File: src/design/grwaf_pkg.sv
// Package: constants, types and state encoding for the gap-rejecting window average filter.
`timescale 1ns / 1ps
`default_nettype none
package grwaf_pkg;

  localparam int WINDOW_MAX  = 16;
  localparam int SAMPLE_BITS = 16;
  localparam int IDX_W       = 4;
  localparam int LEN_W       = 5;
  localparam int DIFF_W      = SAMPLE_BITS + 1;
  localparam int SUM_W       = SAMPLE_BITS + IDX_W;
  localparam int BITCNT_W    = 5;
  localparam int ADDR_W      = 3;
  localparam int DATA_W      = 32;

  localparam logic [LEN_W-1:0]  LEN_RESET = LEN_W'(8);
  localparam logic [LEN_W-1:0]  LEN_MIN   = LEN_W'(3);
  localparam logic [LEN_W-1:0]  LEN_MAX   = LEN_W'(WINDOW_MAX);
  localparam logic              REG_WINDOW_LENGTH = 1'b0;

  typedef logic signed [SAMPLE_BITS-1:0] sample_t;

  typedef enum logic [2:0] {
    ST_IDLE,
    ST_SORT,
    ST_GAP,
    ST_SEL,
    ST_SUM,
    ST_SGN,
    ST_DIV,
    ST_DONE
  } state_t;

endpackage
`default_nettype wire

File: src/design/gap_rejecting_window_average_filter.sv
// Top level: sliding-window filter that averages one side of the largest sorted gap.
//
// Usage:
//   Input channel in_valid/in_ready/in_sample carries one signed sample per item.
//   Result channel out_valid/out_ready/out_filtered returns one signed average per item.
//   APB-style port sets window_length (byte address 0, bits 4:0); write only when idle.
//   Values below 3 act as 3, above 16 act as 16; reads return the written value.
// Timing:
//   One item is worked at a time: a shared subtract/compare unit sorts the window by
//   insertion and scans the sorted gaps, an adder sums the kept side and a one bit per
//   cycle divider forms the average. With L the window length, the lower side of the
//   largest gap is kept if it holds more than (L+1)/2 values (integer division), else
//   the upper side, so L/2 to L-1 values are kept. in_ready is high only in the idle
//   state, so a new item is taken only after the last result is written to the output
//   register; a stalled result delays that write.
// Reset:
//   rst_n low clears the history to zeros, sets window_length to 8, drops any result.
// Stall:
//   A finished result waits in the output register; a following item is still taken
//   and its result is held back until the register drains.
`timescale 1ns / 1ps
`default_nettype none
module gap_rejecting_window_average_filter (
  input  wire                                  clk,
  input  wire                                  rst_n,
  input  wire                                  in_valid,
  output logic                                 in_ready,
  input  wire  signed [grwaf_pkg::SAMPLE_BITS-1:0] in_sample,
  output logic                                 out_valid,
  input  wire                                  out_ready,
  output logic signed [grwaf_pkg::SAMPLE_BITS-1:0] out_filtered,
  input  wire                                  psel,
  input  wire                                  penable,
  input  wire                                  pwrite,
  input  wire         [grwaf_pkg::ADDR_W-1:0]  paddr,
  input  wire         [grwaf_pkg::DATA_W-1:0]  pwdata,
  output logic        [grwaf_pkg::DATA_W-1:0]  prdata,
  output logic                                 pready
);

  localparam int IW = grwaf_pkg::IDX_W;
  localparam int LW = grwaf_pkg::LEN_W;
  localparam int SB = grwaf_pkg::SAMPLE_BITS;
  localparam int DW = grwaf_pkg::DIFF_W;
  localparam int SW = grwaf_pkg::SUM_W;
  localparam int BW = grwaf_pkg::BITCNT_W;
  localparam int WM = grwaf_pkg::WINDOW_MAX;

  grwaf_pkg::state_t state_r, state_nxt;

  logic [LW-1:0]        cfg_len_r;
  logic [LW-1:0]        eff_len;
  logic [LW-1:0]        len_r, len_nxt;
  grwaf_pkg::sample_t   hist_r [WM];
  grwaf_pkg::sample_t   scr_r  [WM];
  logic [IW-1:0]        i_r, i_nxt;
  logic [IW-1:0]        j_r, j_nxt;
  logic [IW-1:0]        g_r, g_nxt;
  logic [IW-1:0]        best_r, best_nxt;
  logic signed [DW-1:0] best_gap_r, best_gap_nxt;
  grwaf_pkg::sample_t   prev_r, prev_nxt;
  logic [LW-1:0]        end_r, end_nxt;
  logic [LW-1:0]        cnt_r, cnt_nxt;
  logic signed [SW-1:0] acc_r, acc_nxt;
  logic [SW-1:0]        quo_r, quo_nxt;
  logic [IW-1:0]        rem_r, rem_nxt;
  logic [BW-1:0]        bit_r, bit_nxt;
  logic                 neg_r, neg_nxt;
  logic                 out_valid_r, out_valid_nxt;
  grwaf_pkg::sample_t   out_data_r, out_data_nxt;

  logic                 cfg_we;
  logic                 accept;
  grwaf_pkg::sample_t   key;
  logic [IW-1:0]        scr_raddr;
  grwaf_pkg::sample_t   rd;
  grwaf_pkg::sample_t   op_a, op_b;
  logic signed [DW-1:0] diff;
  logic                 scr_we;
  logic [IW-1:0]        scr_waddr;
  grwaf_pkg::sample_t   scr_wdata;
  logic [LW-1:0]        t1;
  logic [LW-1:0]        half;
  logic [LW:0]          trial;
  logic [SW-1:0]        mag;

  assign pready   = 1'b1;
  assign cfg_we   = psel && penable && pwrite && (paddr[2] == grwaf_pkg::REG_WINDOW_LENGTH);
  assign prdata   = (paddr[2] == grwaf_pkg::REG_WINDOW_LENGTH) ?
                    {{(grwaf_pkg::DATA_W-LW){1'b0}}, cfg_len_r} : '0;
  assign in_ready = (state_r == grwaf_pkg::ST_IDLE);
  assign accept   = in_valid && in_ready;
  assign out_valid    = out_valid_r;
  assign out_filtered = out_data_r;

  always_comb begin
    priority if (cfg_len_r < grwaf_pkg::LEN_MIN) begin
      eff_len = grwaf_pkg::LEN_MIN;
    end else if (cfg_len_r > grwaf_pkg::LEN_MAX) begin
      eff_len = grwaf_pkg::LEN_MAX;
    end else begin
      eff_len = cfg_len_r;
    end
  end

  assign key       = hist_r[i_r];
  assign scr_raddr = (state_r == grwaf_pkg::ST_SORT) ? (j_r - IW'(1)) : g_r;
  assign rd        = scr_r[scr_raddr];
  assign op_a      = (state_r == grwaf_pkg::ST_SORT) ? key : rd;
  assign op_b      = (state_r == grwaf_pkg::ST_SORT) ? rd  : prev_r;
  assign diff      = DW'(op_a) - DW'(op_b);
  assign t1        = LW'({1'b0, best_r}) + LW'(1);
  assign half      = LW'((LW+1)'(len_r) + (LW+1)'(1) >> 1);
  assign trial     = {1'b0, rem_r, quo_r[SW-1]};
  assign mag       = acc_r[SW-1] ? SW'(-acc_r) : SW'(acc_r);

  always_comb begin
    state_nxt     = state_r;
    len_nxt       = len_r;
    i_nxt         = i_r;
    j_nxt         = j_r;
    g_nxt         = g_r;
    best_nxt      = best_r;
    best_gap_nxt  = best_gap_r;
    prev_nxt      = prev_r;
    end_nxt       = end_r;
    cnt_nxt       = cnt_r;
    acc_nxt       = acc_r;
    quo_nxt       = quo_r;
    rem_nxt       = rem_r;
    bit_nxt       = bit_r;
    neg_nxt       = neg_r;
    out_valid_nxt = out_valid_r && !out_ready;
    out_data_nxt  = out_data_r;
    scr_we        = 1'b0;
    scr_waddr     = j_r;
    scr_wdata     = key;
    unique case (state_r)
      grwaf_pkg::ST_IDLE: begin
        if (accept) begin
          len_nxt      = eff_len;
          i_nxt        = '0;
          j_nxt        = '0;
          state_nxt    = grwaf_pkg::ST_SORT;
        end
      end
      grwaf_pkg::ST_SORT: begin
        scr_we = 1'b1;
        if ((j_r != '0) && diff[DW-1]) begin
          scr_wdata = rd;
          j_nxt     = j_r - IW'(1);
        end else begin
          scr_wdata = key;
          if ((LW'(i_r) + LW'(1)) == len_r) begin
            g_nxt        = '0;
            best_nxt     = '0;
            best_gap_nxt = '1;
            state_nxt    = grwaf_pkg::ST_GAP;
          end else begin
            i_nxt = i_r + IW'(1);
            j_nxt = i_r + IW'(1);
          end
        end
      end
      grwaf_pkg::ST_GAP: begin
        prev_nxt = rd;
        if ((g_r != '0) && (diff > best_gap_r)) begin
          best_gap_nxt = diff;
          best_nxt     = g_r - IW'(1);
        end
        if ((LW'(g_r) + LW'(1)) == len_r) begin
          state_nxt = grwaf_pkg::ST_SEL;
        end else begin
          g_nxt = g_r + IW'(1);
        end
      end
      grwaf_pkg::ST_SEL: begin
        if (t1 > half) begin
          g_nxt   = '0;
          end_nxt = t1;
          cnt_nxt = t1;
        end else begin
          g_nxt   = t1[IW-1:0];
          end_nxt = len_r;
          cnt_nxt = len_r - t1;
        end
        acc_nxt   = '0;
        state_nxt = grwaf_pkg::ST_SUM;
      end
      grwaf_pkg::ST_SUM: begin
        acc_nxt = acc_r + SW'(rd);
        if ((LW'(g_r) + LW'(1)) == end_r) begin
          state_nxt = grwaf_pkg::ST_SGN;
        end else begin
          g_nxt = g_r + IW'(1);
        end
      end
      grwaf_pkg::ST_SGN: begin
        neg_nxt   = acc_r[SW-1];
        quo_nxt   = mag;
        rem_nxt   = '0;
        bit_nxt   = '0;
        state_nxt = grwaf_pkg::ST_DIV;
      end
      grwaf_pkg::ST_DIV: begin
        if (trial >= (LW+1)'(cnt_r)) begin
          rem_nxt = IW'(trial - (LW+1)'(cnt_r));
          quo_nxt = {quo_r[SW-2:0], 1'b1};
        end else begin
          rem_nxt = trial[IW-1:0];
          quo_nxt = {quo_r[SW-2:0], 1'b0};
        end
        bit_nxt = bit_r + BW'(1);
        if (bit_r == BW'(SW-1)) begin
          state_nxt = grwaf_pkg::ST_DONE;
        end
      end
      grwaf_pkg::ST_DONE: begin
        if (!out_valid_r || out_ready) begin
          out_valid_nxt = 1'b1;
          out_data_nxt  = neg_r ? -quo_r[SB-1:0] : quo_r[SB-1:0];
          state_nxt     = grwaf_pkg::ST_IDLE;
        end
      end
      default: begin
        state_nxt = grwaf_pkg::ST_IDLE;
      end
    endcase
  end

  always_ff @(posedge clk) begin
    if (!rst_n) begin
      state_r     <= grwaf_pkg::ST_IDLE;
      cfg_len_r   <= grwaf_pkg::LEN_RESET;
      out_valid_r <= 1'b0;
      for (int k = 0; k < WM; k++) begin
        hist_r[k] <= '0;
      end
    end else begin
      state_r     <= state_nxt;
      out_valid_r <= out_valid_nxt;
      if (cfg_we) begin
        cfg_len_r <= pwdata[LW-1:0];
      end
      if (accept) begin
        hist_r[0] <= in_sample;
        for (int k = 1; k < WM; k++) begin
          hist_r[k] <= hist_r[k-1];
        end
      end
    end
  end

  always_ff @(posedge clk) begin
    len_r      <= len_nxt;
    i_r        <= i_nxt;
    j_r        <= j_nxt;
    g_r        <= g_nxt;
    best_r     <= best_nxt;
    best_gap_r <= best_gap_nxt;
    prev_r     <= prev_nxt;
    end_r      <= end_nxt;
    cnt_r      <= cnt_nxt;
    acc_r      <= acc_nxt;
    quo_r      <= quo_nxt;
    rem_r      <= rem_nxt;
    bit_r      <= bit_nxt;
    neg_r      <= neg_nxt;
    out_data_r <= out_data_nxt;
    if (scr_we) begin
      scr_r[scr_waddr] <= scr_wdata;
    end
  end

endmodule
`default_nettype wire
File: config.mk
export PLATFORM = sky130hd
export DESIGN_NAME = gap_rejecting_window_average_filter
export DESIGN_NICKNAME = d
export VERILOG_FILES = /design/src/design/grwaf_pkg.sv /design/src/design/gap_rejecting_window_average_filter.sv
export SDC_FILE = /design/constraint.sdc
export NUM_CORES = 1
export LEC_CHECK = 0
export BUFFER_PORTS_ARGS = -buffer_cell sky130_fd_sc_hd__buf_2
export CORE_MARGIN = 4
export CORE_UTILIZATION = 35
export DETAILED_ROUTE_END_ITERATION = 12
export SLEW_MARGIN = 20
export SYNTH_ARGS = -nofsm -noshare
export SYNTH_HDL_FRONTEND = slang
export SYNTH_SLANG_ARGS = --single-unit
File: constraint.sdc
create_clock -name clk -period 22.8 [get_ports clk]
set_input_delay 6.84 -clock clk [delete_from_list [all_inputs] [get_ports clk]]
set_output_delay 6.84 -clock clk [all_outputs]
set_load 0.03 [all_outputs]
==> reports/qor.csv <==
metric,value,unit
netlist_instances,2454,
post-route-min-period,14.14,ns
crit_arrival,7.30,ns
cpLargestDelayFamily,buffers and inverters,
grtUsageTotal,14.6,%
combPwrFrac,33.8,%
max_stage_delay,0.21,ns
rsz0062_at_grt,no,
worstPathMaxFanout,6,
crit_slowest_cell,buf_2,
drv_slew,0,
wl_per_cell,19.1,um
core-area,0.0888,mm^2
nets,2625,
final_area,0.0352,mm^2
gr-total-overflow,0,
drt-total-wl,70700,um
pwr-share-clk,26.9,%
grt_pass1_wl,109000,um
via_count,19160,
multi_input_area,0.0112,mm^2
synth.distinct_cells,65,
portBuffers,51,
first_pass_iters,5,
rows,109,
pwr-share-seq,39.3,%
status,"complete, no violations",
fin_tns_setup,0,ns
drive_above_1_share,12.3,%
drtIter0Drc,1538,
antenna_found_initial,3,
min_period_over_period,62.0,%
synthArstFlopShare,0,%
synth_top_area_cell,edfxtp_1,
worst_slew_pin_slew,1.16,ns
cts_tree,yes,
p_sw,1.42,mW
path_cells,"buf_2, nor2b_1, buf_2",
dp_hpwl,42600,um
ir_worst_vdd,58.2,uV
grt_max_degree,185,
swShare,34.3,%
critPathCaptureType,output port,
crit_type,in2out,
clkTransAtPathRegs,0.06,ns
path_common_cell,buf_2,
regArea,0.0195,mm^2
hold_start,hist_r[11][2]$_SDFFCE_PN0P_,
die_area,0.0949,mm^2
layout_common_cells,"edfxtp_1 (642), nand2_1 (345), and2_1 (276), nand3_1 (110), nor2_1 (104)",
cp-start-kind,input port,
p_int,2.72,mW
synth_seq_area_share,62.0,%
io_pins,109,
crit_start,paddr[2],
placed_cell_area,0.0330,mm^2
gp_congestion,0.812,
antenna_left,0,
cap_violations,0,
drc,0,
min_path_type,reg2reg,
setup_viol,0,
root_buffer,clkbuf_16,
synthFlopType,edfxtp_1,
n_fill_cell,8194,
clock_skew,0.0469,ns
first_global_vias,19304,
worst_ep_required_time,15.96,ns
p_per_area,117,mW/mm^2
syn-cell-area,0.0315,mm^2
final_util,39.7,%
relSlewSlack,22.9,%
hold_viol,0,
die_x,308,um
postCtsSetupRepairBufs,0,
cp_num_buf_inv,2,
synth_warnings,0,
synth_area_per_cell,12.8,um^2
ys_ff_latch,655,
cts_resized,0,
dieHeight,308,um
cts-htree-levels,3,
synth_top_cell_area_share,61.2,%
vias_per_cell,5.17,
cts_sinks,655,
reg2reg_from,state_r[0]$_SDFFE_PN0P_,
total_power,4.14,mW
fmax,70.7,MHz
cts_buffer_depth,3,
hold_buffers,0,
cts_buffers,73,
p_leak,13.0,nW
final_common_cell,edfxtp_1,
synth_edf_count,642,
area.growth.synth_to_final,11.9,%
worstSkewPairLatency,0.62,ns
initial_core_util,35.5,%
netlist_top_cells_area,"edfxtp_1 (61%), mux4_2 (5.7%), and2_1 (5.5%)",
-- worst paths after layout --
path | endpoint | slack [ns] | cells past startpoint
setup / recovery | prdata[4] | 8.66 | 3
hold / removal | hist_r[12][2]$_SDFFCE_PN0P_ | 0.54 | 1
setup reg to reg | best_gap_r[3]$_SDFFCE_PN1P_ | 14.12 | 25
hold reg to reg | hist_r[12][2]$_SDFFCE_PN0P_ | 0.54 | 1
-- sequential cells by signal (all words and copies together), names as in the netlist, 5 cells and up, named ones only --
signal	flops
hist_r	256
scr_r	256
acc_r	20
quo_r	20
best_gap_r	17
out_filtered	16
prev_r	16
bit_r	5
cfg_len_r	5
cnt_r	5
end_r	5
len_r	5
-- synth_stat cells, types with 11 or more instances --
cell / instances
a211oi_1: 24
a21o_1: 27
a21oi_1: 68
a31oi_1: 36
and2_1: 277
and3_1: 57
buf_1: 18
buf_4: 28
clkbuf_1: 108
dfxtp_1: 13
edfxtp_1: 642
ha_1: 79
inv_1: 65
mux2_2: 22
mux2i_1: 35
mux4_2: 80
nand2_1: 346
nand2b_1: 26
nand3_1: 111
nand4_1: 11
nor2_1: 104
nor2b_1: 21
nor3_1: 13
o21a_1: 11
o21ai_0: 42
o31ai_1: 12
xnor2_1: 47
xor2_1: 44
-- worst register-to-register path, cell delays in order (launching register included) --
cell and delay [ns]:
dfxtp_1 0.62, or3b_1 0.39, buf_4 0.26, a21oi_4 0.54, buf_4 0.63, buf_4 0.61
nand2_1 0.13, and3_1 0.20, a31oi_1 0.15, a211oi_1 0.10, a21oi_1 0.82, mux2i_1 0.19
ha_1 0.37, a21boi_0 0.32, o21ai_0 0.19, and3_1 0.25, o21ai_0 0.24, nand4_1 0.16
a21boi_0 0.34, ha_1 0.33, a21o_1 0.16, a2111o_1 0.44, a211oi_1 0.23, o31ai_1 0.13
a32o_1 0.39, buf_6 0.21
-- area by class of cell --
cell class / count / area share (%)
antenna: 1 / 0.00710
clock buffer: 92 / 5.41
clock inverter: 38 / 1.01
inverter: 65 / 0.692
multi-input combinational: 1600 / 31.7
sequential: 655 / 55.5
tap: 1165 / 4.14
timing repair buffer: 90 / 1.60
-- metal layers --
metal  part of all wire [%]  vias up  GRT usage [%]
met5                      0        -              0
met4                    2.4        0           4.71
met3                    5.1      128           2.31
met2                     49      506           24.9
met1                     44     9587           19.1
li1                       -     8939              -
-- logic make-up after synthesis --
kind of cell	share of synthesized area [%]
other	0.0238
AO/OA/AOI/OAI	5.66
multiplexers	7.62
XOR/XNOR	2.53
flip-flops	62.0
adder cells (fa/ha/maj)	3.33
buffers and inverters	3.10
AND/OR/NAND/NOR	15.7
-- stage by stage --
| stage | hold slack, ns | instances | setup WS [ns] |
|---|---|---|---|
| after CTS | 0.539 | 3704 | 8.68 |
| after global placement | 0.527 | 3574 | 8.66 |
| after detailed placement | 0.527 | 3574 | 8.68 |
| after floorplan | 0.449 | 2480 | 8.69 |
| after global routing | 0.553 | 3705 | 8.63 |
| final | 0.543 | 3706 | 8.66 |
-- power groups by stage --
| stage | Sequential [mW] | Combinational, mW | Clock, mW |
|---|---|---|---|
| final | 1.62 | 1.40 | 1.11 |
| after global routing | 1.64 | 1.53 | 1.19 |
| after CTS | 1.63 | 1.40 | 1.14 |
| after detailed placement | 1.65 | 1.39 | 0 |
| after global placement | 1.65 | 1.35 | 0 |
| after floorplan | 1.62 | 1.01 | 0 |
Power figures use the tool's default switching activity.
